===== src/rtl/core/mrpts_pkg.sv =====
package mrpts_pkg;

    localparam int TIME_WIDTH = 48;

    typedef enum logic [1:0] {
        CFG_WARMUP_LENGTH = 2'd0,
        CFG_HALF_SAMPLE   = 2'd1,
        CFG_TICK_LENGTH   = 2'd2
    } cfg_index_t;

    typedef struct packed {
        logic [7:0]            data_byte;
        logic [TIME_WIDTH-1:0] host_time;
    } item_t;

    typedef struct packed {
        logic [47:0]           accel_packed;
        logic [47:0]           gyro_packed;
        logic [35:0]           mag_packed;
        logic [TIME_WIDTH-1:0] sample_time;
        logic                  in_warmup;
        logic                  second_half;
        logic [8:0]            buttons;
        logic [7:0]            trigger_value;
        logic [7:0]            battery_code;
        logic                  battery_changed;
        logic signed [11:0]    temperature;
        logic [15:0]           lost_reports;
    } result_t;

    // decoded report handed from the byte collector to the timing engine
    typedef struct packed {
        logic [3:0]            seq_num;
        logic [15:0]           ticks;
        logic [7:0]            battery;
        logic [TIME_WIDTH-1:0] host;
        logic [47:0]           accel0;
        logic [47:0]           gyro0;
        logic [47:0]           accel1;
        logic [47:0]           gyro1;
        logic [35:0]           mag;
        logic [8:0]            buttons;
        logic [7:0]            trigger_value;
        logic [11:0]           temperature;
    } report_t;

    typedef struct packed {
        logic [23:0] warmup_length;
        logic [15:0] half_sample_offset;
        logic [7:0]  tick_length;
    } cfg_t;

endpackage


===== src/rtl/core/mrpts_back.sv =====
module mrpts_back (
    input  logic               clk,
    input  logic               rst_n,
    input  mrpts_pkg::cfg_t    cfg,
    input  logic               rec_empty,
    input  mrpts_pkg::report_t rec,
    output logic               rec_pop,
    output logic               res_push,
    output mrpts_pkg::result_t res,
    input  logic               res_full
);

    localparam int TW = mrpts_pkg::TIME_WIDTH;
    localparam int OW = TW + 1;
    localparam int CHUNKS = (OW + 15) / 16;
    localparam int NW = CHUNKS * 16;
    localparam int SW = $clog2(CHUNKS + 1);
    // ceil(2^36 / 1000): exact quotient for any dividend below 2^26
    localparam logic [26:0] RECIP = 27'd68719477;

    typedef enum logic [2:0] {S_IDLE, S_TIME, S_DIV, S_OUT0, S_OUT1} state_t;

    state_t               state_reg;
    mrpts_pkg::report_t   r_reg;
    logic                 first_seen_reg;
    logic [3:0]           last_seq_reg;
    logic [15:0]          last_ticks_reg;
    logic [TW-1:0]        sensor_reg;
    logic signed [OW-1:0] offset_reg;
    logic [TW-1:0]        warm_start_reg;
    logic [TW-1:0]        prev_host_reg;
    logic [7:0]           rec_batt_reg;
    logic [15:0]          lost_reg;
    logic                 warm_reg;
    logic                 changed_reg;
    logic [TW-1:0]        packet_reg;
    logic [NW-1:0]        num_reg;
    logic [NW-1:0]        quo_reg;
    logic [9:0]           rem_reg;
    logic [SW-1:0]        step_reg;
    logic                 phase_reg;
    logic [15:0]          digit_reg;
    logic [25:0]          x_reg;

    logic                 warm;
    logic [3:0]           delta;
    logic [16:0]          lost_sum;
    logic [15:0]          tick_diff;
    logic [23:0]          tick_prod;
    logic signed [OW-1:0] cand;
    logic [TW-1:0]        host_diff;
    logic [25:0]          div_x;
    logic [52:0]          div_prod;

    assign rec_pop   = (state_reg == S_IDLE) && !rec_empty;
    assign warm      = ((prev_host_reg - warm_start_reg) < TW'(cfg.warmup_length));
    assign delta     = rec.seq_num - last_seq_reg;
    assign lost_sum  = {1'b0, lost_reg} + 17'(delta - 4'd1);
    assign tick_diff = rec.ticks - last_ticks_reg;
    assign tick_prod = tick_diff * cfg.tick_length;
    assign host_diff = r_reg.host - sensor_reg;
    assign cand      = {host_diff[TW-1], host_diff};

    // divide by 1000 one 16-bit digit at a time: reciprocal multiply, then remainder
    assign div_x    = {rem_reg, num_reg[NW-1 -: 16]};
    assign div_prod = 53'(div_x) * 53'(RECIP);

    assign res_push = ((state_reg == S_OUT0) || (state_reg == S_OUT1)) && !res_full;

    always_comb
    begin
        res.accel_packed    = (state_reg == S_OUT1) ? r_reg.accel1 : r_reg.accel0;
        res.gyro_packed     = (state_reg == S_OUT1) ? r_reg.gyro1 : r_reg.gyro0;
        res.mag_packed      = r_reg.mag;
        res.sample_time     = (state_reg == S_OUT1) ? packet_reg
                              : packet_reg - TW'(cfg.half_sample_offset);
        res.in_warmup       = warm_reg;
        res.second_half     = (state_reg == S_OUT1);
        res.buttons         = r_reg.buttons;
        res.trigger_value   = r_reg.trigger_value;
        res.battery_code    = r_reg.battery;
        res.battery_changed = changed_reg;
        res.temperature     = r_reg.temperature;
        res.lost_reports    = lost_reg;
    end

    always_ff @(posedge clk)
    begin
        if (rec_pop)
        begin
            r_reg <= rec;
        end
    end

    always_ff @(posedge clk or negedge rst_n)
    begin
        if (!rst_n)
        begin
            state_reg      <= S_IDLE;
            first_seen_reg <= 1'b0;
            last_seq_reg   <= '0;
            last_ticks_reg <= '0;
            sensor_reg     <= '0;
            offset_reg     <= '0;
            warm_start_reg <= '0;
            prev_host_reg  <= '0;
            rec_batt_reg   <= '0;
            lost_reg       <= '0;
            warm_reg       <= 1'b0;
            changed_reg    <= 1'b0;
            packet_reg     <= '0;
            num_reg        <= '0;
            quo_reg        <= '0;
            rem_reg        <= '0;
            step_reg       <= '0;
            phase_reg      <= 1'b0;
            digit_reg      <= '0;
            x_reg          <= '0;
        end
        else
        begin
            unique case (state_reg)
                S_IDLE:
                begin
                    if (!rec_empty)
                    begin
                        last_seq_reg   <= rec.seq_num;
                        last_ticks_reg <= rec.ticks;
                        prev_host_reg  <= rec.host;
                        if (!first_seen_reg)
                        begin
                            first_seen_reg <= 1'b1;
                            warm_start_reg <= rec.host;
                            sensor_reg     <= rec.host;
                            rec_batt_reg   <= rec.battery;
                        end
                        else
                        begin
                            warm_reg   <= warm;
                            sensor_reg <= sensor_reg + TW'(tick_prod);
                            if (delta > 4'd1)
                            begin
                                lost_reg <= lost_sum[16] ? 16'hffff : lost_sum[15:0];
                            end
                            changed_reg <= !warm && (rec.battery != rec_batt_reg);
                            if (!warm)
                            begin
                                rec_batt_reg <= rec.battery;
                            end
                            state_reg <= S_TIME;
                        end
                    end
                end
                S_TIME:
                begin
                    packet_reg <= sensor_reg + offset_reg[TW-1:0];
                    if (offset_reg > cand)
                    begin
                        offset_reg <= cand;
                        state_reg  <= S_OUT0;
                    end
                    else if (!warm_reg)
                    begin
                        num_reg   <= NW'(cand - offset_reg) + NW'(500);
                        quo_reg   <= '0;
                        rem_reg   <= '0;
                        step_reg  <= '0;
                        phase_reg <= 1'b0;
                        state_reg <= S_DIV;
                    end
                    else
                    begin
                        state_reg <= S_OUT0;
                    end
                end
                S_DIV:
                begin
                    if (!phase_reg)
                    begin
                        digit_reg <= div_prod[36 +: 16];
                        x_reg     <= div_x;
                        phase_reg <= 1'b1;
                    end
                    else
                    begin
                        num_reg   <= {num_reg[NW-17:0], 16'h0000};
                        quo_reg   <= {quo_reg[NW-17:0], digit_reg};
                        rem_reg   <= 10'(x_reg - 26'(digit_reg) * 26'd1000);
                        step_reg  <= step_reg + 1'b1;
                        phase_reg <= 1'b0;
                        if (step_reg == SW'(CHUNKS - 1))
                        begin
                            offset_reg <= offset_reg
                                          + $signed(OW'({quo_reg[NW-17:0], digit_reg}));
                            state_reg  <= S_OUT0;
                        end
                    end
                end
                S_OUT0:
                begin
                    if (!res_full)
                    begin
                        state_reg <= S_OUT1;
                    end
                end
                S_OUT1:
                begin
                    if (!res_full)
                    begin
                        state_reg <= S_IDLE;
                    end
                end
                default:
                begin
                    state_reg <= S_IDLE;
                end
            endcase
        end
    end

endmodule


===== config.mk =====
export PLATFORM = sky130hd
export DESIGN_NAME = mrpts_back
export DESIGN_NICKNAME = d
export VERILOG_FILES = /design/src/rtl/core/mrpts_pkg.sv /design/src/rtl/core/mrpts_back.sv
export SDC_FILE = /design/constraint.sdc
export NUM_CORES = 2
export LEC_CHECK = 0
export BUFFER_PORTS_ARGS = -buffer_cell sky130_fd_sc_hd__buf_2
export CORE_UTILIZATION = 57
export CTS_BUF_LIST = sky130_fd_sc_hd__clkbuf_2 sky130_fd_sc_hd__clkbuf_4 sky130_fd_sc_hd__clkbuf_8
export CTS_CLUSTER_DIAMETER = 30
export DETAILED_ROUTE_END_ITERATION = 7
export PLACE_DENSITY = 0.82
export SLEW_MARGIN = 20
export SYNTH_ARGS = -nofsm -noshare
export SYNTH_HDL_FRONTEND = slang
export SYNTH_SLANG_ARGS = --single-unit

===== constraint.sdc =====
create_clock -name clk -period 15.45 [get_ports clk]
set_clock_uncertainty 0.05 [all_clocks]
set_input_delay 1.545 -clock clk [delete_from_list [all_inputs] [get_ports clk]]
set_output_delay 1.545 -clock clk [all_outputs]
set_load 0.05 [all_outputs]

After elaboration in Yosys (flattened, before gate mapping) --
Cells that the tools add are included.
Storage, ports and cells: flip-flop bits (word level) 741, word-level logic and storage cells 128, output and inout bits 238, bits of input ports 385
Cells by class: muxes and demuxes 40, equality and inequality tests 16, bitwise operators 3, multipliers 3, add/sub/neg operators 14, reduce and logical (&&, ||, !) cells 19, $lt $le $gt $ge 3
Operator list (number):
- 2-to-1 mux 48 bit | 4
- 2-to-1 mux 64 bit | 3
- 2-to-1 mux 49 bit | 3
- case mux 64 bit (2 select lines) | 1
- 2-to-1 mux 33 bit | 3
- case mux 49 bit (2 select lines) | 1
- subtractor 48 bit | 2
- case mux 33 bit (2 select lines) | 1
- multiplier 26 x 27 -> 52 bit, second input constant | 1
- adder 50 x 10 -> 51 bit, second input constant | 1
- subtractor 48 x 49 -> 50 bit | 1
- adder 49 bit | 1
- > comparator 49 x 48 -> 1 bit | 1
- adder 48 x 24 -> 48 bit | 1
- adder 48 bit | 1
- less-than comparator 48 x 24 -> 1 bit | 1
- subtractor 48 x 16 -> 48 bit | 1
- 2-to-1 mux 10 bit | 3
- 2-to-1 mux 3 bit | 9
- multiplier 16 x 8 -> 24 bit | 1
- != test 2 bit, second input constant | 10
- case mux 10 bit (2 select lines) | 1
- adder 16 x 17 -> 17 bit | 1
- multiplier 16 x 7 -> 7 bit, second input constant | 1
- other kinds (26) | 45

Longest topological paths before layout --
depth after elaboration 6, gate-level depth with buffers 35, depth with buffers taken out 34

Worst setup path after synthesis --
Ideal clock, no wire load.
path kind in2out, start input rec_empty, end output rec_pop, arrival 11193 ps, buffers on the path 2, path slack 2662 ps, cell stages on the path 5, required time 13855 ps, cells stage by stage nor2_1 nand2_1 clkinv_1 clkbuf_1 buf_1
On the way: word-level cells in the longest chain between the ends 2
Ends and longest elaborated chain:
- from (decl) | line mrpts_back.sv:5 | input logic rec_empty,
- logical NOT 1 bit
- logical AND 1 bit | line mrpts_back.sv:55 | assign rec_pop = (state_reg == S_IDLE) && !rec_empty;
- to (decl) | line mrpts_back.sv:7 | output logic rec_pop,
No other way between the ends.

Final worst setup path --
start input rec[313] (netlist name), end register sensor_reg[36]
On the way: word-level cells in the longest chain between the ends 4
Ends and longest elaborated chain:
- from (decl) | line mrpts_back.sv:6 | input mrpts_pkg::report_t rec,
- subtractor 16 bit | line mrpts_back.sv:59 | assign tick_diff = rec.ticks - last_ticks_reg;
- multiplier 16 x 8 -> 24 bit | line mrpts_back.sv:60 | assign tick_prod = tick_diff * cfg.tick_length;
- adder 48 x 24 -> 48 bit | line mrpts_back.sv:140 | sensor_reg <= sensor_reg + TW'(tick_prod);
- 2-to-1 mux 48 bit | line mrpts_back.sv:130 | if (!first_seen_reg)
- to (signal assigned) | line mrpts_back.sv:134 | sensor_reg <= rec.host;
- to (signal assigned) | line mrpts_back.sv:140
- to (decl) | line mrpts_back.sv:28 | logic [TW-1:0] sensor_reg;
No other way between the ends. A chain may end at the register's enable or synchronous reset.

==> metrics.md <==
| Metric | Value |
|---|---|
| Flip-flop count of the largest register, all copies and words added | `240` |
| Final non-filler cell area | `71100 um2` |
| X dimension of the die | `334 um` |
| Number of global-route vias before repair | `around 51k` |
| Yosys reg bits | `roughly 740` |
| End point of the critical path | `sensor_reg[36]` |
| Reg-to-reg slack, setup | `~6.9 ns` |
| Max Transition Viols Final | `0` |
| Post-Syn Nets | `8347` |
| Number of buffer cells added on primary ports | `622` |
| Full die area | `111000 um2` |
| Portion of the clock cycle consumed by the worst path in the final layout | `58.3%` |
| Total wirelength of the detailed-routed design | `between 150000 and 200000 um` |
| Number of antenna violations at the first check in global routing | `30` |
| Iteration count of the initial detailed-routing pass | `6` |
| Via/cell ratio | `between 5 and 6` |
| Count of instances resized after the clock tree is built | `0` |
| Pin count of the biggest net entering global routing | `183` |
| # DRC | `0` |
| Number of warnings issued by yosys | `0` |
| Clock root buffer master | `clkbuf_8` |
| Routed wirelength normalized by instance count | `21.6 um` |
| Post-placement cell area | `66600 um2` |
| Final setup violation count | `0` |
| Avg Synthesized Cell Area | `9.10 um2` |
| Worst path max stage delay | `0.86 ns` |
| Antenna viol nets, final | `0` |
| Setup repair after global routing missed its margin | `false` |
| Post-CTS setup-driven buffer insertion count | `0` |
| TritonCTS clock tree | `built` |
| Final critical delay including setup and external delays | `roughly 9 ns` |
| Post-Route Setup TNS | `0 ns` |
| CP Max Fanout | `8` |
| # nets final | `8901` |
| Most common cell on crit path | `fa_1` |
| Worst r2r dst | `sensor_reg[36]` |
| Number of different library cells in the post-synthesis netlist | `100` |
| Initial core utilization | `57.5%` |
| Highest clock frequency the design can meet | `111 MHz` |
| First-pass GRT wire length | `between 200000 and 300000 um` |
| Reg-to-reg startpoint | `last_ticks_reg[2]` |
| Global-route total usage across every layer | `34.6%` |
| Maximum buffer depth of the clock tree | `3` |
| Violation count after the first detailed-route iteration | `slightly above 5k` |
| Fraction of final layout cells sized beyond drive strength 1 | `~14%` |
| Mapped Area | `62700 um2` |
| Number of top-level design ports | `between 600 and 700` |
| Clock latency of the later-clocked register in the worst-skew pair | `0.90 ns` |
| Final hold viol count | `0` |
| Number of enable flip-flop cells after synthesis | `between 300 and 400` |
| Type of origin of the critical path | `primary input` |
| Hold_buf cts | `0` |
| Sequential share of the synthesized area | `32.1%` |
| Worst min path class | `flop to flop` |
| Crit. Startpoint | `rec[313]` |
| Post-Syn Instances | `6886` |
| Fin util | `65.2%` |
| Worst R2R Path Depth | `31` |
| Top FF cell, synth | `dfrtp_1` |
| Async set-or-reset flop fraction in the synthesized netlist | `57.8%` |
| Floorplan Core Area | `109000 um2` |
| Max-Slew Margin vs Limit | `24.4%` |
| Number of clock buffers inserted by TritonCTS | `roughly 180` |
| Worst-Margin Slew | `about 1.1 ns` |
| GR Overflow Total | `0` |
| Nature of the critical path endpoint | `flop` |
| H-tree depth reported by CTS | `4` |
| Clock-pin slew on the worst setup and hold paths | `roughly 0.05 ns` |
| Routability Congestion | `0.996` |
| Std cell rows | `121` |
| Area Growth Syn to Fin | `13.4%` |
| Total via count after detailed routing | `53.3k` |
| Count of max-cap constraint violations | `0` |
| Highest-delay cell along the critical path | `o311ai_1` |
| Detailed placer's ending HPWL | `154000 um` |
| Critical Setup Path Class | `primary input to flop` |
| Data required, critical path | `~16 ns` |
| Clk sink count | `about 740` |
| Status | `finished clean` |
| Data arrival time of the critical path | `9.73 ns` |
| Die span in y | `334 um` |
==> routing by layer <==
metal | global-route usage, % | vias up | part of all wire, %
li1 | - | 24600 | -
met1 | 47.2 | 25900 | 41
met2 | 54.6 | 2352 | 45
met3 | 6.01 | 392 | 9.2
met4 | 14.4 | 2 | 4.2
met5 | 0 | - | 0.0067
==> synth_stat cells (16+ instances only) <==
cell / number / area (um2)
a211oi_1: 55 / 413
a21o_1: 196 / 1470
a21oi_1: 414 / 2070
a31oi_1: 56 / 350
and2_1: 96 / 601
and3_1: 42 / 263
buf_1: 16 / 60.1
buf_4: 75 / 563
clkbuf_1: 181 / 679
dfrtp_1: 428 / 10700
edfxtp_1: 313 / 9400
fa_1: 331 / 6630
ha_1: 745 / 9320
inv_1: 868 / 3260
mux2i_1: 36 / 360
nand2_1: 1052 / 3950
nand2b_1: 48 / 300
nand3_1: 125 / 626
nand4_1: 61 / 382
nor2_1: 323 / 1210
nor2b_1: 55 / 344
nor3_1: 98 / 490
nor3b_1: 17 / 128
nor4_1: 25 / 156
o211ai_1: 74 / 556
o21a_1: 49 / 368
o21ai_0: 376 / 1880
o21bai_1: 45 / 338
o22ai_1: 31 / 194
o31ai_1: 35 / 263
or2_2: 17 / 106
or3_1: 28 / 175
or4_1: 17 / 128
xnor2_1: 194 / 1700
xor2_1: 123 / 1080
==> critical path: cells and delay by family <==
kind,cells,cell delay [ns]
buffers and inverters,4,0.24
adders and majority gates,7,2.76
muxes,1,0.34
and+or+nand+nor,7,1.63
AOI/OAI and AO/OA,14,3.19
==> final cells by class <==
cell class,instances,area (um2)
Timing Repair Buffer,653,3390
Antenna cell,27,67.6
Sequential cell,741,20100
Clock buffer,214,2800
Multi-Input combinational cell,4999,38100
Clock inverter,113,1620
Inverter,869,3270
Fill cell,8912,37900
Tap cell,1414,1770
==> worst min path at each step <==
stage                           start           endpoint  slack (ns)  cells past startpoint
finish                    step_reg[1]        step_reg[1]        0.43                      2
global route        prev_host_reg[43]  prev_host_reg[43]        0.45                      2
global placement           num_reg[0]         num_reg[0]        0.40                      2
detailed placement         num_reg[3]         num_reg[3]        0.41                      2
CTS                       num_reg[39]        num_reg[55]        0.42                      2
floorplan                  num_reg[5]         num_reg[5]        0.39                      2
==> cells in the final DEF (no fill, tap or decap), drive strengths merged, types with 97 or more instances in the layout <==
cell | synthesis | routed
fa | 331 | 331
clkbuf | 181 | 214
a21oi | 414 | 414
buf | 96 | 653
xor2 | 123 | 123
nand2 | 1052 | 1052
inv | 868 | 887
a21o | 196 | 196
edfxtp | 313 | 313
nand3 | 125 | 125
nor3 | 99 | 99
ha | 745 | 745
nor2 | 323 | 323
o21ai | 389 | 389
xnor2 | 194 | 194
dfrtp | 428 | 428
and2 | 97 | 97
==> logic make-up after synthesis <==
family / share of synthesized area [%]
compound gates: 15.3
xor+xnor: 4.43
fa+ha+maj: 25.4
buf+inv: 7.32
flops: 32.1
mux: 0.736
simple gates: 14.7
==> per-stage QoR <==
step           hold WS (ns)  worst slack (ns)  instances
6_report              0.427              6.44       9030
5_1_grt               0.450              5.90       9025
4_1_cts               0.423              6.49       9001
3_5_place_dp          0.411              5.61       8674
3_3_place_gp          0.404              5.71       8674
2_1_floorplan         0.388              2.66       6886
Power is not shown: default switching activity piles up to over one toggle a cycle in this logic, so the estimate is an artifact.
