## src/rtl/core/mrpts_fifo.sv

```systemverilog
module mrpts_fifo #(
    parameter int WIDTH = 8,
    parameter int DEPTH = 2
) (
    input  logic             clk,
    input  logic             rst_n,
    input  logic             wr_en,
    input  logic [WIDTH-1:0] wr_data,
    input  logic             rd_en,
    output logic [WIDTH-1:0] rd_data,
    output logic             full,
    output logic             empty
);

    localparam int AW = (DEPTH > 1) ? $clog2(DEPTH) : 1;
    localparam int CW = $clog2(DEPTH + 1);

    logic [WIDTH-1:0] mem_reg [DEPTH];
    logic [AW-1:0]    wr_ptr_reg, rd_ptr_reg;
    logic [CW-1:0]    count_reg;
    logic             do_wr, do_rd;

    assign full    = (count_reg == CW'(DEPTH));
    assign empty   = (count_reg == '0);
    assign do_wr   = wr_en && !full;
    assign do_rd   = rd_en && !empty;
    assign rd_data = mem_reg[rd_ptr_reg];

    always_ff @(posedge clk)
    begin
        if (do_wr)
        begin
            mem_reg[wr_ptr_reg] <= wr_data;
        end
    end

    always_ff @(posedge clk or negedge rst_n)
    begin
        if (!rst_n)
        begin
            wr_ptr_reg <= '0;
            rd_ptr_reg <= '0;
            count_reg  <= '0;
        end
        else
        begin
            if (do_wr)
            begin
                wr_ptr_reg <= (wr_ptr_reg == AW'(DEPTH - 1)) ? '0 : wr_ptr_reg + 1'b1;
            end
            if (do_rd)
            begin
                rd_ptr_reg <= (rd_ptr_reg == AW'(DEPTH - 1)) ? '0 : rd_ptr_reg + 1'b1;
            end
            if (do_wr && !do_rd)
            begin
                count_reg <= count_reg + 1'b1;
            end
            else if (do_rd && !do_wr)
            begin
                count_reg <= count_reg - 1'b1;
            end
        end
    end

endmodule

```

## config.mk

```make
export PLATFORM = sky130hd
export DESIGN_NAME = mrpts_fifo
export DESIGN_NICKNAME = d
export VERILOG_FILES = /design/src/rtl/core/mrpts_fifo.sv
export SDC_FILE = /design/constraint.sdc
export NUM_CORES = 1
export LEC_CHECK = 0
export BUFFER_PORTS_ARGS = -buffer_cell sky130_fd_sc_hd__buf_2
export CAP_MARGIN = 30
export CELL_PAD_IN_SITES_DETAIL_PLACEMENT = 0
export CELL_PAD_IN_SITES_GLOBAL_PLACEMENT = 1
export CORE_ASPECT_RATIO = 1.2
export CORE_MARGIN = 1
export CORE_UTILIZATION = 39
export CTS_BUF_LIST = sky130_fd_sc_hd__clkbuf_4 sky130_fd_sc_hd__clkbuf_8
export CTS_CLUSTER_DIAMETER = 120
export CTS_CLUSTER_SIZE = 16
export DETAILED_ROUTE_END_ITERATION = 16
export HOLD_SLACK_MARGIN = 0.03
export PLACE_DENSITY = 0.75
export RECOVER_POWER = 100
export SYNTH_ARGS = -nofsm -noshare
export SYNTH_HDL_FRONTEND = slang
export SYNTH_SLANG_ARGS = --single-unit
```

## constraint.sdc

```tcl
create_clock -name clk -period 1.5 [get_ports clk]
set_clock_uncertainty 0.05 [all_clocks]
set_input_delay 0.225 -clock clk [delete_from_list [all_inputs] [get_ports clk]]
set_output_delay 0.225 -clock clk [all_outputs]
set_load 0.02 [all_outputs]
```

### After elaboration in Yosys (flattened, before gate mapping)

Memory sizes are Yosys's and may differ from the RTL's.
Cells that the tools add are included.

* bits in registers: 4
* memory bits (writable): 16
* input port bits: 12
* output and inout port bits: 10
* word-level logic and storage cells: 25
* memories: 1

Memory list
* mem_reg: depth 2, width 8, read ports 1, clocked after Yosys merged registers in 0, wr ports 1, line 18 `logic [WIDTH-1:0] mem_reg [DEPTH];`

* add/sub/neg operators: 4
* eq/ne operators: 1
* mux-type cells: 6
* reductions and logical operators: 10

Operators with widths (count)
* $logic_and A1 B1 Y1: 4
* $logic_not A1 Y1: 4
* $mux W1: 4
* $mux W2: 2
* $add A1 B1 Y1 const B: 2
* $add A2 B1 Y2 const B: 1
* $eq A2 B2 Y1 const B: 1
* $logic_not A2 Y1: 1
* $reduce_bool A2 Y1: 1
* $sub A2 B1 Y2 const B: 1

### Depth between registers and ports, before layout

Gate-level depths: netlist of the first run.

* depth in word-level cells: 7
* depth in mapped cells: 7

### Worst setup path before layout of the first run

No wires, ideal clock.

* kind: reg-to-reg
* start: reg count_reg[0]
* end: mem mem_reg[0][0] (enable)
* setup time: 0.370 ns
* arrival: 1.022 ns
* required time: 1.080 ns
* setup slack: 0.058 ns
* stages on the path, launching flop included: 4
* period minus slack after synthesis: 1.442 ns
* cells stage by stage: dfrtp_1 > nand2b_1 > nand2_2 > nor2_1

* cells in the longest elaborated chain, start to end: 5

Ends and longest elaborated chain
* start: declaration: line 20 `logic [CW-1:0] count_reg;`
* start signal: assignment: line 57 `count_reg <= count_reg + 1'b1;`
* start signal: assignment: line 61 `count_reg <= count_reg - 1'b1;`
* $eq A2 B2 Y1: line 23 `assign full = (count_reg == CW'(DEPTH));`
* $logic_not A1 Y1: line 25 `assign do_wr = wr_en && !full;`
* $logic_and A1 B1 Y1: line 25
* $mux W1: line 31 `if (do_wr)`
* $mux W1 (not written as such): line 33 `mem_reg[wr_ptr_reg] <= wr_data;`
* end: declaration: line 18

No other way between the ends.

### Final worst setup path of the first run

* start: reg rd_ptr_reg
* end: out rd_data[1]

* cells in the longest elaborated chain, start to end: 1

Ends and longest elaborated chain
* start: declaration: line 19 `logic [AW-1:0] wr_ptr_reg, rd_ptr_reg;`
* start signal: assignment: line 53 `rd_ptr_reg <= (rd_ptr_reg == AW'(DEPTH - 1)) ? '0 : rd_ptr_reg + 1'b1;`
* $mem_v2 Z2 W8
* end: declaration: line 10 `output logic [WIDTH-1:0] rd_data,`

No other way between the ends.

==> results of run 1 <==
-- cell usage after synthesis, drive strengths merged --
| master | n |
|---|---|
| and3 | 1 |
| buf | 1 |
| dfrtp | 4 |
| edfxtp | 16 |
| ha | 1 |
| inv | 2 |
| mux2 | 8 |
| nand2 | 1 |
| nand2b | 1 |
| nor2 | 3 |
| o21ai | 1 |
| xnor2 | 3 |
| xor2 | 2 |
-- logic make-up (layout without fill, tap and decap cells) --
| kind of cell | count (synthesis) | count (layout) |
|---|---|---|
| simple gates | 6 | 6 |
| compound gates | 1 | 1 |
| fa+ha+maj | 1 | 1 |
| flops | 20 | 20 |
| mux | 8 | 8 |
| xor+xnor | 5 | 5 |
| buf+inv | 3 | 36 |
-- worst reg2reg max path, cell delays in order (launching register included) --
cell,delay [ps]
dfrtp_2,460
nand2b_4,160
nand2_2,70
inv_1,40
ha_2,160
xor2_1,140
nor2_1,120
xor2_1,140
-- final timing paths --
check | from | endpoint | cells after the start
hold reg to reg | wr_ptr_reg | wr_ptr_reg | 1
hold / removal | wr_data[0] | mem_reg[1][0] | 1
setup / recovery | rd_ptr_reg | rd_data[1] | 3
min in group asynchronous | rst_n | wr_ptr_reg | 2
max in group asynchronous | rst_n | rd_ptr_reg | 2
setup reg to reg | count_reg[0] | count_reg[1] | 7
-- where the power goes --
part	leakage, uW	total (uW)	switching, uW	internal, uW
combinational	0.000266	1110	478	632
clock	0.0000184	269	148	121
sequential	0.000193	896	114	782
total	0.000478	2280	740	1540
-- area by class of cell --
type / instances / area (sq um) / area share [%]
sequential: 20 / 583 / 52.8
timing repair buffer: 30 / 231 / 21.0
multi-input combinational: 21 / 229 / 20.7
clock buffer: 4 / 30.0 / 2.72
tap: 19 / 23.8 / 2.15
inverter: 2 / 7.51 / 0.680
-- what timing repair did --
item                                   in CTS  in global routing
hold buffers                                1                  0
setup endpoints to repair                   8                 26
gates resized for setup                    27                  5
endpoints found under the hold margin       4                  0
pin swaps                                   0                  1
setup buffers                               4                  1
gates cloned                                0                  0
-- per-stage QoR --
stage | setup slack (ps) | total power [uW] | std cells | setup TNS (ps) | instance area (sq um)
detailed placement | 29.6 | 1620 | 86 | 0 | 928
CTS | -79.5 | 2230 | 95 | -583 | 1080
global route | -112 | 2400 | 96 | -832 | 1100
floorplan | 57.8 | 1380 | 44 | 0 | 782
global placement | 70.3 | 1600 | 86 | 0 | 928
finish | -70.6 | 2280 | 96 | -509 | 1100
-- per-layer routing --
layer  vias up  routed length (um)
li1        221                   -
met1       224                 501
met2        16                 701
met3         4                  59
met4         0                  35
met5         -                   0
==> summary.txt, run 1 <==
Outcome
  – Status: complete, but fails checks
  – Failing checks: setup timing

Timing
  – Pins Over Slew Limit: 0
  – RSZ-0062 raised after global routing: yes
  – Setup ws final: -70.6 ps
  – Post-Route Hold Slack: 65.7 ps
  – Fmax: 637 MHz
  – Relative slew slack: 72.9%
  – Period utilization: 105%
  – Final count of hold timing violations: 0
  – Final Critical Period: 1570 ps
  – Final setup viols: 8
  – Slew @ Worst Pin: 406 ps

Synthesis
  – Mean Syn Cell Area: 17.8 sq um
  – Synth top area cells: edfxtp_1 61%, dfrtp_1 13%, mux2_1 8.6%, mux2_2 2.9%, xnor2_1 2.2%
  – Largest family of logic cells by synthesized area: multiplexers
  – Net Count, Synth: 57
  – Synth Area in Adders: 1.60%
  – Synthesis warning total: 0
  – Multiplexer area fraction after synthesis: 11.5%
  – Post-Synth Simple-Gate Area: 3.84%
  – Synth unique cells: 15
  – Yosys top cell by area: edfxtp_1
  – Cells after Synth: 44
  – XOR/XNOR Fraction of Synth Area: 6.56%
  – Synth Cell Area: 782 sq um
  – Synthesized flop and latch total: 20
  – Compound-Gate Fraction of Synth Area: 0.640%
  – Post-synth top area share: 61.4%
  – Sequential area share after synthesis: 74.2%

Worst setup path
  – Slowest cell on the critical path: dfrtp_2
  – Worst-path fanout max: 4
  – Top delay family on crit path: flip-flops
  – Worst path bufs/invs: 2
  – Element type at the critical path start: flop
  – Cell mode on critical path: buf_6
  – Kind of end point of the critical path: output pin
  – Worst Path Required: 1220 ps
  – CP arrival: 1300 ps
  – FF-to-FF setup slack: 90 ps
  – Max incr delay on CP: 440 ps
  – CP Class: reg2out
  – Worst-path cell chain: buf_6 -> mux2_4 -> buf_6

Finish
  – ANT cells: 0
  – Most common cell after layout, fill and taps aside: edfxtp_1
  – Area Overhead vs Synth: 41.3%
  – Layout Nets: 91
  – FILL cells: 162
  – Max reg flops: 16
  – Ratio of cells with drive above 1 in the final layout: 57.1%
  – Post-layout util: 59.0%
  – Most frequent cells in the layout: 16 x edfxtp_1, 11 x buf_6, 9 x buf_2

Power
  – Leakage power: 0.000478 uW
  – Pwr Density: 2060 nW/um^2
  – Maximum VDD drop: 943 uV

Drt
  – First DRT Iteration DRCs: 4
  – Vias: 465
  – Post-route ant nets: 0
  – First drt pass iteration count: 2
  – Via density: 4.84
  – Post-route DRC: 0
  – Routed WL: 1300 um
  – Wirelength per Cell: 13.5 um

Clock tree
  – Maximum clock insertion buffer count: 2
  – Clk slew on worst S/H paths: 100 ps
  – H-tree Lvls: 1
  – CTS tree: yes
  – TritonCTS Buffers: 3
  – CTS Sinks: 20
  – Clk_lat worst skew: 290 ps
  – Root Driver: clkbuf_4

Global route
  – Grt ovf: 0
  – GR Util All Layers: 13.4%
  – GR Util met2: 23.5%
  – Vias in the first global route: 463
  – Initial antenna violation count: 0
  – Met1 capacity usage during global routing: 14.2%
  – Global route hottest layer: met2
  – Largest net degree at the start of global routing: 12
  – Global-route wire length before repair: 2010 um
  – Met3 GRT Util: 2.47%

Die
  – Die ar.: 2190 sq um
  – Ports: 22
  – Die height: 51.1 um
  – Width of the die: 42.9 um
  – Num rows: 17
  – Placeable Area: 1870 sq um
  – Initial core utilization: 41.8%

Place
  – HPWL after DPL: 855 um
  – Buffers on Ports: 21
  – Final Wtd Congestion: 0.649

Worst hold path
  – Min-Delay Path Class: in2reg

Run
  – Max Cap Viol: 0
Note: power is estimated with default switching activity, not from simulation.
==> run 2, diff against run 1 <==
--- a/config.mk
+++ b/config.mk
@@ -11,14 +11,15 @@
 export CELL_PAD_IN_SITES_GLOBAL_PLACEMENT = 1
 export CORE_ASPECT_RATIO = 1.2
 export CORE_MARGIN = 1
-export CORE_UTILIZATION = 39
+export CORE_UTILIZATION = 25
 export CTS_BUF_LIST = sky130_fd_sc_hd__clkbuf_4 sky130_fd_sc_hd__clkbuf_8
 export CTS_CLUSTER_DIAMETER = 120
 export CTS_CLUSTER_SIZE = 16
 export DETAILED_ROUTE_END_ITERATION = 16
 export HOLD_SLACK_MARGIN = 0.03
-export PLACE_DENSITY = 0.75
+export PLACE_DENSITY = 0.52
 export RECOVER_POWER = 100
+export SLEW_MARGIN = 20
 export SYNTH_ARGS = -nofsm -noshare
 export SYNTH_HDL_FRONTEND = slang
 export SYNTH_SLANG_ARGS = --single-unit
==> run 2 against run 1 <==
  * The run still ends with setup timing left
  * Power rose by 3.4%
  * Sequential cell count unchanged
  * Hold slack got worse by 9.0 ps
  * Utilization is 20 points lower
  * Largest power group unchanged
  * Non-clock buffer count increased by 1
  * First-iteration DRC count unchanged
  * Highest routed layer unchanged
==> summary.txt, run 2 (synthesized netlist as in run 1, its figures left out) <==
Drt
  – Post-route DRC: 0 (unchanged)
  – Vias: 452 (was 465)
  – Via density: 4.04 (was 4.84)
  – Wirelength per Cell: 11.1 um (was 13.5 um)
  – Routed WL: 1250 um (was 1300 um)
  – First DRT Iteration DRCs: 4 (unchanged)
  – First drt pass iteration count: 2 (unchanged)
  – Post-route ant nets: 0 (unchanged)

Finish
  – Most frequent cells in the layout: 16 x edfxtp_1, 10 x buf_6, 6 x mux2_4, 6 x buf_2, 6 x clkbuf_1 (was 16 x edfxtp_1, 11 x buf_6, 9 x buf_2)
  – Ratio of cells with drive above 1 in the final layout: 50.0% (was 57.1%)
  – ANT cells: 0 (unchanged)
  – Post-layout util: 38.8% (was 59.0%)
  – Max reg flops: 16 (unchanged)
  – Layout Nets: 92 (was 91)
  – Most common cell after layout, fill and taps aside: edfxtp_1 (unchanged)
  – Cell area after layout: 1120 sq um (was 1100 sq um)
  – Area Overhead vs Synth: 43.4% (was 41.3%)
  – FILL cells: 297 (was 162)

Power
  – Pwr Density: 2100 nW/um^2 (was 2060 nW/um^2)
  – Logic pwr share: 45.5% (was 48.8%)
  – Maximum VDD drop: 939 uV (was 943 uV)
  – Int Pwr: 1630 uW (was 1540 uW)
  – Clock Power Share: 18.3% (was 11.8%)
  – Sw Pwr: 719 uW (was 740 uW)
  – Reg power frac: 36.2% (was 39.4%)
  – Leakage power: 0.000474 uW (was 0.000478 uW)
  – Switching part of the total: 30.5% (was 32.5%)

Die
  – Initial core utilization: 27.1% (was 41.8%)
  – Width of the die: 53.1 um (was 42.9 um)
  – Die ar.: 3360 sq um (was 2190 sq um)
  – Die height: 63.3 um (was 51.1 um)
  – Ports: 22 (unchanged)
  – Placeable Area: 2890 sq um (was 1870 sq um)
  – Num rows: 21 (was 17)

Global route
  – GR Util All Layers: 7.99% (was 13.4%)
  – Vias in the first global route: 443 (was 463)
  – Initial antenna violation count: 0 (unchanged)
  – Largest net degree at the start of global routing: 13 (was 12)
  – Grt ovf: 0 (unchanged)
  – Global-route wire length before repair: 1890 um (was 2010 um)

Timing
  – Final setup viols: 8 (unchanged)
  – Final Critical Period: 1570 ps (about the same)
  – Fmax: 637 MHz (about the same)
  – RSZ-0062 raised after global routing: yes (unchanged)
  – Slew @ Worst Pin: 255 ps (was 406 ps)
  – Period utilization: 105% (about the same)
  – Final count of hold timing violations: 0 (unchanged)
  – Post-Route Hold Slack: 56.7 ps (was 65.7 ps)
  – Relative slew slack: 82.8% (was 72.9%)
  – Setup ws final: -70.0 ps (was -70.6 ps)
  – Pins Over Slew Limit: 0 (unchanged)

Clock tree
  – Maximum clock insertion buffer count: 2 (unchanged)
  – CTS Sinks: 20 (unchanged)
  – CTS tree: yes (unchanged)
  – Clk_lat worst skew: 300 ps (was 290 ps)
  – Clk slew on worst S/H paths: 120 ps (was 100 ps)
  – H-tree Lvls: 1 (unchanged)
  – TritonCTS Buffers: 3 (unchanged)
  – Root Driver: clkbuf_4 (unchanged)

Worst hold path
  – Min-Delay Path Class: in2reg (unchanged)

Worst setup path
  – CP Class: reg2out (unchanged)
  – Element type at the critical path start: flop (unchanged)
  – Worst Path Required: 1220 ps (about the same)
  – CP arrival: 1300 ps (about the same)
  – Kind of end point of the critical path: output pin (unchanged)
  – Worst-path fanout max: 3 (was 4)

Outcome
  – Failing checks: setup timing (unchanged)
  – Status: complete, but fails checks (unchanged)

Place
  – Post-DP Area: 962 sq um (was 928 sq um)
  – Final Wtd Congestion: 0.605 (was 0.649)
  – Buffers on Ports: 21 (unchanged)

Run
  – Max Cap Viol: 0 (unchanged)
[run 2: cell types whose count changed in the layout (fill, tap and decap cells not counted), sizes merged]
cell / previous run / this run
buf: 25 / 20
bufinv: 0 / 1
clkbuf: 8 / 13
[run 2: stage by stage]
stage	setup TNS (ps)	power [uW]	worst slack, ps	instances
after global routing	-923	2480	-112	112
after detailed placement	0	1650	89.9	103
after global placement	0	1640	106	103
after floorplan	0	1380	57.8	44
after CTS	-593	2410	-82.2	112
final	-515	2350	-70.0	112
[run 2: metal layers]
layer | vias up | routed length [um] | global-route usage [%] | part of all wire (%)
li1 | 225 | - | - | -
met1 | 211 | 555 | 9.88 | 45
met2 | 14 | 616 | 12.5 | 49
met3 | 2 | 63 | 1.45 | 5.1
met4 | 0 | 12 | 4.93 | 0.96
met5 | - | 0 | 0 | 0
[run 2: area by class of cell]
type	instances	area [sq um]	share of cell area [%]
sequential	20	582	51.9
timing repair buffer	31	225	20.1
multi-input combinational	21	211	18.9
tap	34	42.5	3.79
clock inverter	1	30.0	2.68
clock buffer	3	22.5	2.01
inverter	2	7.51	0.670
[run 2: final timing paths]
path                                    from             to  cells after the start  slack (ps)
worst max-delay path              rd_ptr_reg     rd_data[0]                      3         -70
worst min-delay path              wr_data[2]  mem_reg[0][2]                      1          60
worst max register to register  count_reg[0]   count_reg[1]                      5          50
worst min register to register    wr_ptr_reg     wr_ptr_reg                      1         480
max in group asynchronous              rst_n     rd_ptr_reg                      2         950
min in group asynchronous              rst_n     wr_ptr_reg                      2         230
[run 2: critical path: stages, from the launching register on]
cell and delay [ps]:
dfrtp_2 440, buf_4 140, mux2_4 290, buf_6 130
[run 2: power by group through the flow]
stage               Sequential [uW]  Combinational, uW  Clock [uW]
floorplan                       846                535           0
global placement                893                751           0
detailed placement              901                750           0
CTS                             853               1110         445
global route                    866               1150         467
finish                          852               1070         431
[run 2: repair_timing]
item / CTS / global route
pin swaps: 0 / 0
hold buffers: 1 / 0
resized for setup: 27 / 0
setup endpoints to repair: 8 / 8
endpoints found under the hold margin: 4 / 0
setup buffers: 4 / 0
