--- config.mk ---
export PLATFORM = sky130hd
export DESIGN_NAME = mrpts_front
export DESIGN_NICKNAME = d
export VERILOG_FILES = /design/src/rtl/core/mrpts_pkg.sv /design/src/rtl/core/mrpts_front.sv
export SDC_FILE = /design/constraint.sdc
export NUM_CORES = 1
export LEC_CHECK = 0
export BUFFER_PORTS_ARGS = -buffer_cell sky130_fd_sc_hd__buf_2
export CORE_AREA = 2 2 152 154
export DETAILED_ROUTE_END_ITERATION = 8
export DIE_AREA = 0 0 154 156
export PLACE_DENSITY = 0.87
export SETUP_SLACK_MARGIN = 0.2
export SYNTH_ARGS = -nofsm -noshare
export SYNTH_HDL_FRONTEND = slang
export SYNTH_SLANG_ARGS = --single-unit
--- constraint.sdc ---
create_clock -name clk -period 2.91 [get_ports clk]
set_input_delay 0.1455 -clock clk [delete_from_list [all_inputs] [get_ports clk]]
set_output_delay 0.1455 -clock clk [all_outputs]
set_load 0.01 [all_outputs]
--- src/rtl/core/mrpts_pkg.sv ---
package mrpts_pkg;

    localparam int TIME_WIDTH = 48;

    typedef enum logic [1:0] {
        CFG_WARMUP_LENGTH = 2'd0,
        CFG_HALF_SAMPLE   = 2'd1,
        CFG_TICK_LENGTH   = 2'd2
    } cfg_index_t;

    typedef struct packed {
        logic [7:0]            data_byte;
        logic [TIME_WIDTH-1:0] host_time;
    } item_t;

    typedef struct packed {
        logic [47:0]           accel_packed;
        logic [47:0]           gyro_packed;
        logic [35:0]           mag_packed;
        logic [TIME_WIDTH-1:0] sample_time;
        logic                  in_warmup;
        logic                  second_half;
        logic [8:0]            buttons;
        logic [7:0]            trigger_value;
        logic [7:0]            battery_code;
        logic                  battery_changed;
        logic signed [11:0]    temperature;
        logic [15:0]           lost_reports;
    } result_t;

    // decoded report handed from the byte collector to the timing engine
    typedef struct packed {
        logic [3:0]            seq_num;
        logic [15:0]           ticks;
        logic [7:0]            battery;
        logic [TIME_WIDTH-1:0] host;
        logic [47:0]           accel0;
        logic [47:0]           gyro0;
        logic [47:0]           accel1;
        logic [47:0]           gyro1;
        logic [35:0]           mag;
        logic [8:0]            buttons;
        logic [7:0]            trigger_value;
        logic [11:0]           temperature;
    } report_t;

    typedef struct packed {
        logic [23:0] warmup_length;
        logic [15:0] half_sample_offset;
        logic [7:0]  tick_length;
    } cfg_t;

endpackage

--- src/rtl/core/mrpts_front.sv ---
module mrpts_front #(
    parameter int REPORT_LENGTH = 49
) (
    input  logic               clk,
    input  logic               rst_n,
    input  logic               push,
    input  mrpts_pkg::item_t   item,
    output logic               full,
    output logic               rec_push,
    output mrpts_pkg::report_t rec,
    input  logic               rec_full
);

    localparam int PW = $clog2(REPORT_LENGTH);
    localparam int NB = 44;

    logic [PW-1:0] pos_reg;
    logic [7:0]    bytes_reg [NB];
    logic [7:0]    b [NB];
    logic          last, take;

    assign last     = (pos_reg == PW'(REPORT_LENGTH - 1));
    assign full     = last && rec_full;
    assign take     = push && !full;
    assign rec_push = take && last;

    // the final byte may itself be one of the decoded ones on short reports
    always_comb
    begin
        for (int i = 0; i < NB; i++)
        begin
            b[i] = (last && pos_reg == PW'(i)) ? item.data_byte : bytes_reg[i];
        end
    end

    always_ff @(posedge clk)
    begin
        for (int i = 0; i < NB; i++)
        begin
            if (take && pos_reg == PW'(i))
            begin
                bytes_reg[i] <= item.data_byte;
            end
        end
    end

    always_ff @(posedge clk or negedge rst_n)
    begin
        if (!rst_n)
        begin
            pos_reg <= '0;
        end
        else if (take)
        begin
            pos_reg <= last ? '0 : pos_reg + 1'b1;
        end
    end

    function automatic logic [15:0] w16(input logic [7:0] lo, input logic [7:0] hi);
        return {hi ^ 8'h80, lo};
    endfunction

    always_comb
    begin
        rec.seq_num       = b[4][3:0];
        rec.ticks         = {b[11], b[43]};
        rec.battery       = b[12];
        rec.host          = item.host_time;
        rec.accel0        = {w16(b[17], b[18]), w16(b[15], b[16]), w16(b[13], b[14])};
        rec.accel1        = {w16(b[23], b[24]), w16(b[21], b[22]), w16(b[19], b[20])};
        rec.gyro0         = {w16(b[29], b[30]), w16(b[27], b[28]), w16(b[25], b[26])};
        rec.gyro1         = {w16(b[35], b[36]), w16(b[33], b[34]), w16(b[31], b[32])};
        rec.mag           = {b[41][3:0], b[42], b[40], b[41][7:4], b[38][3:0], b[39]};
        rec.buttons       = {b[3][4], b[3][3], b[3][0], b[2][7:4], b[1][3], b[1][0]};
        rec.trigger_value = b[6];
        rec.temperature   = {b[37], b[38][7:4]};
    end

endmodule

# Word-level counts from Yosys, hierarchy flattened
# Memory sizes are Yosys's and may differ from the RTL's.
# Index checks and enable logic that the tools add are counted.
# Widths: inputs -> output; s select.
classes:
  add_sub_neg: 1
  mul: 0
  div: 0
  n_lt_le_gt_ge: 0
  eq_ne: 44
  shifts: 0
  mux: 256
  bitwise: 12
  reduce_logical: 130
ops:
  columns: ["operator", "count"]
  rows:
  - ["$mux 8", 78]
  - ["$reduce_or 8->1", 43]
  - ["$mux 6", 44]
  - ["$mux 1", 131]
  - ["$eq 6x5->1 const B", 16]
  - ["$logic_and 1x1->1", 85]
  - ["$eq 6x6->1 const B", 13]
  - ["$eq 6x4->1 const B", 8]
  - ["$eq 6x3->1 const B", 4]
  - ["$eq 6x2->1 const B", 2]
  - ["$not 1->1", 12]
  - ["$mux 4", 2]
  - ["$add 6x1->6 const B", 1]
  - ["$eq 6x1->1 const B", 1]
  - ["$logic_not 6->1", 1]
  - ["$mux 5", 1]
  - ["$logic_not 1->1", 1]
word_totals:
  ff_bits: 6
  latchBits: 0
  ram_bits: 352
  rom_bits: 0
  input_bits: 60
  output_inout_bits: 335
  elab_cells: 445
  mem_count: 1
memory_table:
  columns: ["memory", "depth", "width", "read_ports", "rd_ports_with_merged_regs", "wr", "line_no", "source"]
  rows:
  - ["bytes_reg", 44, 8, 38, 0, 1, "mrpts_front.sv:18", "logic [7:0] bytes_reg [NB];"]

# Longest topological paths before layout
# Gate-level depths: netlist (run 1).
logic_depth:
  ltp_word: 51
  depth_mapped: 5
  mapped_depth_nobuf: 5

# Least setup slack after synthesis (run 1)
# OpenSTA, ideal clock, no wires.
synth_path:
  kind: "register -> register"
  from: "register pos_reg[0]"
  to: "memory bytes_reg[11][0], in the netlist bytes_reg[0][88], enable pin"
  setup_ns: 0.398
  t_arrival_ns: 1.724
  required_ns: 2.512
  setup_slack_ns: 0.788
  stages_incl_launch_ff: 4
  n_path_buf: 0
  cell_sequence: "dfrtp_1 -> ha_1 -> nand2b_4 -> nor4b_1"
synth_between:
  elab_chain_len: 51
  word_cells_on_any_way: 309
synth_rtl:
  columns: ["item", "line_no", "source"]
  rows:
  - ["from (decl)", "mrpts_front.sv:17", "logic [PW-1:0] pos_reg;"]
  - ["from (signal assigned)", "mrpts_front.sv:55", "pos_reg <= last ? '0 : pos_reg + 1'b1;"]
  - ["$eq 6x6->1", "mrpts_front.sv:22", "assign last = (pos_reg == PW'(REPORT_LENGTH - 1));"]
  - ["$logic_and 1x1->1", "mrpts_front.sv:23", "assign full = last && rec_full;"]
  - ["$logic_not 1->1", "mrpts_front.sv:24", "assign take = push && !full;"]
  - ["$logic_and 1x1->1", "mrpts_front.sv:24", null]
  - ["$logic_and 1x1->1", "mrpts_front.sv:40", "if (take && pos_reg == PW'(i))"]
  - ["$mux 1", "mrpts_front.sv:40", null]
  - ["$mux 1 (not written as such)", "mrpts_front.sv:42", "bytes_reg[i] <= item.data_byte;"]
  - ["$reduce_or 8->1 (no line)", null, null]
  - ["$mux 6 (no line) or $mux 1 (tied branches) (43 in series)", null, null]
  - ["to (decl)", "mrpts_front.sv:18", null]
# Several ways; a longest one is shown, not always the timed one.

# Worst setup path after layout (run 1)
layout_path:
  from: "register pos_reg[0]"
  to: "output port rec_push"
layout_between:
  elab_chain_len: 5
layout_rtl:
  columns: ["item", "line_no", "source"]
  rows:
  - ["$eq 6x6->1 (*)", "mrpts_front.sv:22", null]
  - ["$logic_and 1x1->1", "mrpts_front.sv:23", null]
  - ["$logic_not 1->1", "mrpts_front.sv:24", null]
  - ["$logic_and 1x1->1", "mrpts_front.sv:24", null]
  - ["$logic_and 1x1->1 (*)", "mrpts_front.sv:25", "assign rec_push = take && last;"]
  - ["to (decl)", "mrpts_front.sv:9", "output logic rec_push,"]
# Mark *: on every way between the ends. The rest lies on a longest branch, timed or not.

==> results of run 1 <==
## kinds of logic after synthesis
| logic type | synth area share, % |
|---|---|
| adders and majority gates | 0.464 |
| muxes | 0.104 |
| xor gates and xnor gates | 0.162 |
| AOI/OAI and AO/OA | 0.603 |
| and+or+nand+nor | 3.98 |
| DFF | 80.7 |
| buffers and inverters | 14.0 |
## routing by layer
layer	share of wire (%)	global-route usage (%)	up-vias
li1	-	-	2235
met1	35	21.5	2622
met5	0	0	-
met3	7.8	5.92	83
met2	52	34.1	245
met4	4.7	10.6	0
## synthesized netlist by cell type (2+ instances only)
cell type    n
and2_1       8
nand3_1      4
a21oi_1      2
inv_1       14
nor4_1       6
nor2_1      17
nand2_1     10
buf_6        3
nor2_2       4
ha_1         4
edfxtp_1   285
dfrtp_1      6
clkbuf_1   275
nand2b_4     3
buf_4       50
nor3_1       7
## critical path: stages, from the launching register on
cell and delay (ns):
dfrtp_1 0.44, inv_1 0.10, ha_1 0.28, and4bb_1 0.31, nand2_1 0.11, nor3_1 0.31, buf_2 0.21
## final cells by class
type / count / share of cell area, %
clock buffers: 33 / 6.04
well taps: 285 / 2.91
diodes: 1 / 0.0204
inverters: 16 / 0.531
repair buffers: 311 / 13.0
multi-input cells: 87 / 4.78
flip-flops and latches: 291 / 71.0
clock inverters: 20 / 1.67
## timing repair
action | in CTS | in global routing
hold buffers | 4 | 0
hold endpoints to repair | 7 | 0
setup buffers | 0 | 0
## stage by stage
step / hold WS [ns] / utilization, %
after floorplan: -0.150 / -
after global placement: -0.0171 / 50.4
after detailed placement: -0.0121 / 50.4
after CTS: 0.0132 / 54.8
after global routing: 0.0452 / 54.8
final: 0.0374 / 54.8
## worst max path at each step
stage | to | startpoint | slack [ns]
final | rec_push | pos_reg[0] | 0.48
after floorplan | bytes_reg[0][88] | pos_reg[0] | 0.79
after CTS | rec_push | pos_reg[1] | 0.48
after global placement | bytes_reg[1][125] | pos_reg[4] | 0.78
after global routing | rec_push | pos_reg[0] | 0.34
after detailed placement | bytes_reg[1][125] | pos_reg[4] | 0.73
## report_power, final
part	switching [mW]	leakage [nW]	internal (mW)
clock	1.50	0.454	2.18
combinational	0.422	1.51	0.221
sequential	0.152	2.63	4.71
total	2.07	4.60	7.11
==> results.py, run 1 <==
metrics = {
    "outcome": {
        "status": "finished clean",
    },
    "worst_setup_path": {
        "rr_worst_depth": 3,
        "reg2reg_slack_ns": 0.70,
        "crit_type": "register to primary output",
        "r2r_start": "pos_reg[5]",
        "cp_max_fo": 6,
        "rr_endpoint": "bytes_reg[1][32]",
        "cp-end-kind": "primary output",
        "cp.required_ns": 2.76,
        "cp.arrival_ns": 2.28,
        "start_kind": "register",
    },
    "layout": {
        "final-instance-count-excl-fill": 1044,
        "mostFrequentLayoutCells": "buf_2 (298), edfxtp_1 (285), clkbuf_16 (29)",
        "drive_gt1_share_pct": 48.2,
        "largest_reg_flops": 285,
        "stdcell_area_mm2": 0.0123,
        "syn_to_final_growth_pct": 13.7,
        "multi_input_area_um2": 586,
        "final_common_cell": "buf_2",
        "n_fill_cell": 1684,
        "seq_area_mm2": 0.00871,
        "final_nets": 800,
    },
    "power_and_ir_drop": {
        "p_leak_nw": 4.60,
        "power_mw": 9.18,
        "power_density_mw_per_mm2": 749,
        "vdd_drop_max_uv": 537,
    },
    "clock_tree": {
        "cts_resized": 0,
        "clk_pin_slew_ns": 0.07,
        "cts.sinks": 291,
        "tritoncts": "built",
        "insertion_delay_ns": 0.53,
        "h-tree-depth": 1,
        "cts.path.max_buffers": 3,
        "cts_buffers": 29,
        "cts-root-buf": "clkbuf_16",
    },
    "die": {
        "ios": 395,
        "dieWidth_um": 154,
        "rows": 55,
        "coreArea_mm2": 0.0224,
        "dieHeight_um": 156,
        "start_util_pct": 48.2,
        "die_area_mm2": 0.0240,
    },
    "logic_synthesis": {
        "ys_seq_area_share_pct": 80.7,
        "synth_cell_types": 40,
        "synthesis.nets": 786,
        "synth.top_cells.by_area": "edfxtp_1 (79%), clkbuf_1 (9.6%), buf_4 (3.5%)",
        "syn_avg_cell_area_um2": 14.9,
        "synth_cells": 722,
        "netlist_area_mm2": 0.0108,
        "yosysTopAreaCell": "edfxtp_1",
        "yosysWarnings": 0,
        "async_reset_ff_share_pct": 2.06,
        "synth_top_area_share_pct": 79.3,
        "synth_flop_cell": "edfxtp_1",
        "ys_ff_latch": 291,
        "synth_edf_count": 285,
    },
    "detailed_routing": {
        "drt-pass1-iter-count": 4,
        "finalWirelength_um": 24400,
        "dr_total_vias": 5185,
        "drcViolationCount": 0,
        "ant_nets": 0,
        "vias_per_cell": 4.97,
        "drt-wirelength-per-cell_um": 23.4,
        "drtIter0Drc": 306,
    },
    "placement": {
        "hpwlAfterDp_um": 15800,
        "placed_cells": 986,
        "gp_congestion": 0.791,
        "placed_area_mm2": 0.0113,
        "port_buffers": 298,
        "pre_cts_ws_ns": 0.727,
    },
    "sta": {
        "max_slew_margin_pct": 40.0,
        "rsz0062_at_grt": "no",
        "fin_crit_ns": 2.43,
        "hold_violations": 0,
        "clock.fmax_mhz": 412,
        "setup_tns_ns": 0,
        "setup_ws_ns": 0.481,
        "finalClockSkew_ns": 0.0103,
        "worst_pin_slew_ns": 0.900,
        "timing.final.crit_share_pct": 83.5,
        "setup_viol": 0,
        "slew_violations": 0,
    },
    "grt": {
        "grt_pass1_wl_um": 33900,
        "grt_util_all_layers_pct": 19.5,
        "grt_start_max_net_pins": 38,
        "grt_pass1_vias": 5397,
        "antenna_found_initial": 1,
        "gr-total-overflow": 0,
    },
    "hold_path": {
        "holdPathStages": 3,
        "hold_end": "pos_reg[3]",
        "min_from": "push",
        "min_path_type": "primary input to register",
    },
    "run": {
        "drv_cap": 0,
    },
}
Power figures use the tool's default switching activity.
==> run 2: changes to the inputs <==
==> constraint.sdc (replaced) <==
create_clock -name clk -period 2.5 [get_ports clk]
set_input_delay 0.125 -clock clk [delete_from_list [all_inputs] [get_ports clk]]
set_output_delay 0.125 -clock clk [all_outputs]
set_load 0.01 [all_outputs]
==> run 2 against run 1 <==
Combinational power rose by 27%. Core utilization rose by 0.30 points. Largest cell class unchanged. Largest power group unchanged. Power rose by 16%. Design area rose by 0.54%.
==> results.py, run 2 (synthesized netlist as in run 1, its figures left out) <==
metrics = {
    "outcome": {
        "status": "finished clean",
    },
    "detailed_routing": {
        "drt-pass1-iter-count": 4,
        "finalWirelength_um": 24500,
        "drcViolationCount": 0,
        "drtIter0Drc": 292,
        "ant_nets": 0,
        "drt-wirelength-per-cell_um": 23.2,
        "dr_total_vias": 5132,
        "vias_per_cell": 4.87,
    },
    "sta": {
        "finalClockSkew_ns": 0.0147,
        "max_slew_margin_pct": 39.4,
        "clock.fmax_mhz": 459,
        "timing.final.crit_share_pct": 87.2,
        "hold_violations": 0,
        "rsz0062_at_grt": "no",
        "worst_pin_slew_ns": 0.909,
        "fin_crit_ns": 2.18,
        "setup_viol": 0,
        "setup_tns_ns": 0,
        "setup_ws_ns": 0.320,
        "slew_violations": 0,
    },
    "layout": {
        "syn_to_final_growth_pct": 14.3,
        "mostFrequentLayoutCells": "buf_2 (298), edfxtp_1 (285), clkbuf_16 (29)",
        "final_core_util_pct": 55.1,
        "drive_gt1_share_pct": 50.0,
        "largest_reg_flops": 285,
        "antenna_cells": 0,
        "final_nets": 810,
        "final-instance-count-excl-fill": 1053,
        "seq_area_mm2": 0.00871,
        "multi_input_area_um2": 586,
        "stdcell_area_mm2": 0.0123,
        "n_fill_cell": 1674,
        "final_common_cell": "buf_2",
    },
    "worst_setup_path": {
        "rr_worst_depth": 2,
        "cp_max_fo": 6,
        "start_kind": "register",
        "cp.required_ns": 2.38,
        "crit_type": "register to primary output",
        "cp-end-kind": "primary output",
        "reg2reg_slack_ns": 0.50,
        "cp.arrival_ns": 2.06,
        "r2r_start": "pos_reg[3]",
        "rr_endpoint": "bytes_reg[1][93]",
    },
    "hold_path": {
        "holdPathStages": 1,
        "min_path_type": "primary input to register",
        "hold_end": "bytes_reg[0][54]",
        "min_from": "item[54]",
    },
    "placement": {
        "gp_congestion": 0.801,
        "placed_area_mm2": 0.0114,
        "port_buffers": 298,
        "hpwlAfterDp_um": 15900,
        "pre_cts_ws_ns": 0.501,
        "placed_cells": 997,
    },
    "grt": {
        "antenna_found_initial": 0,
        "grt_pass1_vias": 5244,
        "gr-total-overflow": 0,
        "grt_util_all_layers_pct": 19.7,
        "grt_pass1_wl_um": 34000,
        "grt_start_max_net_pins": 38,
    },
    "power_and_ir_drop": {
        "p_leak_nw": 4.65,
        "power_density_mw_per_mm2": 860,
        "vdd_drop_max_uv": 587,
    },
    "die": {
        "die_area_mm2": 0.0240,
        "coreArea_mm2": 0.0224,
        "dieHeight_um": 156,
        "dieWidth_um": 154,
        "start_util_pct": 48.2,
        "ios": 395,
        "rows": 55,
    },
    "clock_tree": {
        "insertion_delay_ns": 0.53,
        "cts_buffers": 28,
        "tritoncts": "built",
        "cts.path.max_buffers": 3,
        "cts.sinks": 291,
        "clk_pin_slew_ns": 0.06,
        "cts-root-buf": "clkbuf_16",
        "h-tree-depth": 1,
    },
    "run": {
        "drv_cap": 0,
    },
}
run 2: cell types whose count changed in the layout (fill, tap and decap cells not counted):
cell and change:
and4bb_1 -1, and4bb_2 +1, buf_4 +11, bufinv_16 -1, clkbuf_1 -2, clkinv_1 -6, clkinv_2 +6, clkinv_4 +1
clkinvlp_4 +1, diode_2 -1
run 2: worst max-delay path: stages, from the launching register on:
cell and delay, ns:
dfrtp_1 0.43, inv_1 0.10, ha_1 0.27, and4bb_2 0.32, nand2_1 0.10, nor3_1 0.13
buf_2 0.17
run 2: final cells by class:
cell class,instances,area share (%)
clock inverters,21,1.61
multi-input cells,87,4.75
inverters,16,0.528
repair buffers,322,13.6
clock buffers,31,5.95
flip-flops and latches,291,70.6
well taps,285,2.89
run 2: timing repair:
action | 4_1_cts | 5_1_grt
endpoints found under the setup margin | 0 | 1
endpoints found under the hold margin | 8 | 0
buffers inserted | 0 | 0
hold buffers | 4 | 0
gates resized for setup | 0 | 1
run 2: metal layers:
metal	vias to the layer above	global-route usage, %	routed length [µm]
met3	81	5.81	2040
met4	0	10.3	1180
met2	266	35.2	12800
li1	2252	-	-
met5	-	0	0
met1	2533	21.1	8400
run 2: worst max-delay path by stage:
stage	start	endpoint	depth (start not counted)
global placement	pos_reg[3]	bytes_reg[1][85]	3
global route	pos_reg[0]	rec_push	6
CTS	pos_reg[0]	rec_push	6
floorplan	pos_reg[0]	bytes_reg[0][88]	3
detailed placement	pos_reg[3]	bytes_reg[1][85]	3
finish	pos_reg[0]	rec_push	6
run 2: power breakdown:
group | switching (mW) | leakage, nW | internal [mW]
combinational | 0.532 | 1.57 | 0.282
clock | 1.75 | 0.455 | 2.44
sequential | 0.119 | 2.63 | 5.49
run 2: metrics by stage:
| step | hold slack, ns | total power [mW] |
|---|---|---|
| after floorplan | -0.171 | 6.32 |
| after global placement | -0.0358 | 6.48 |
| after detailed placement | -0.0253 | 6.51 |
| after CTS | 0.250 | 10.7 |
| after global routing | 0.250 | 11.0 |
| final | 0.247 | 10.6 |
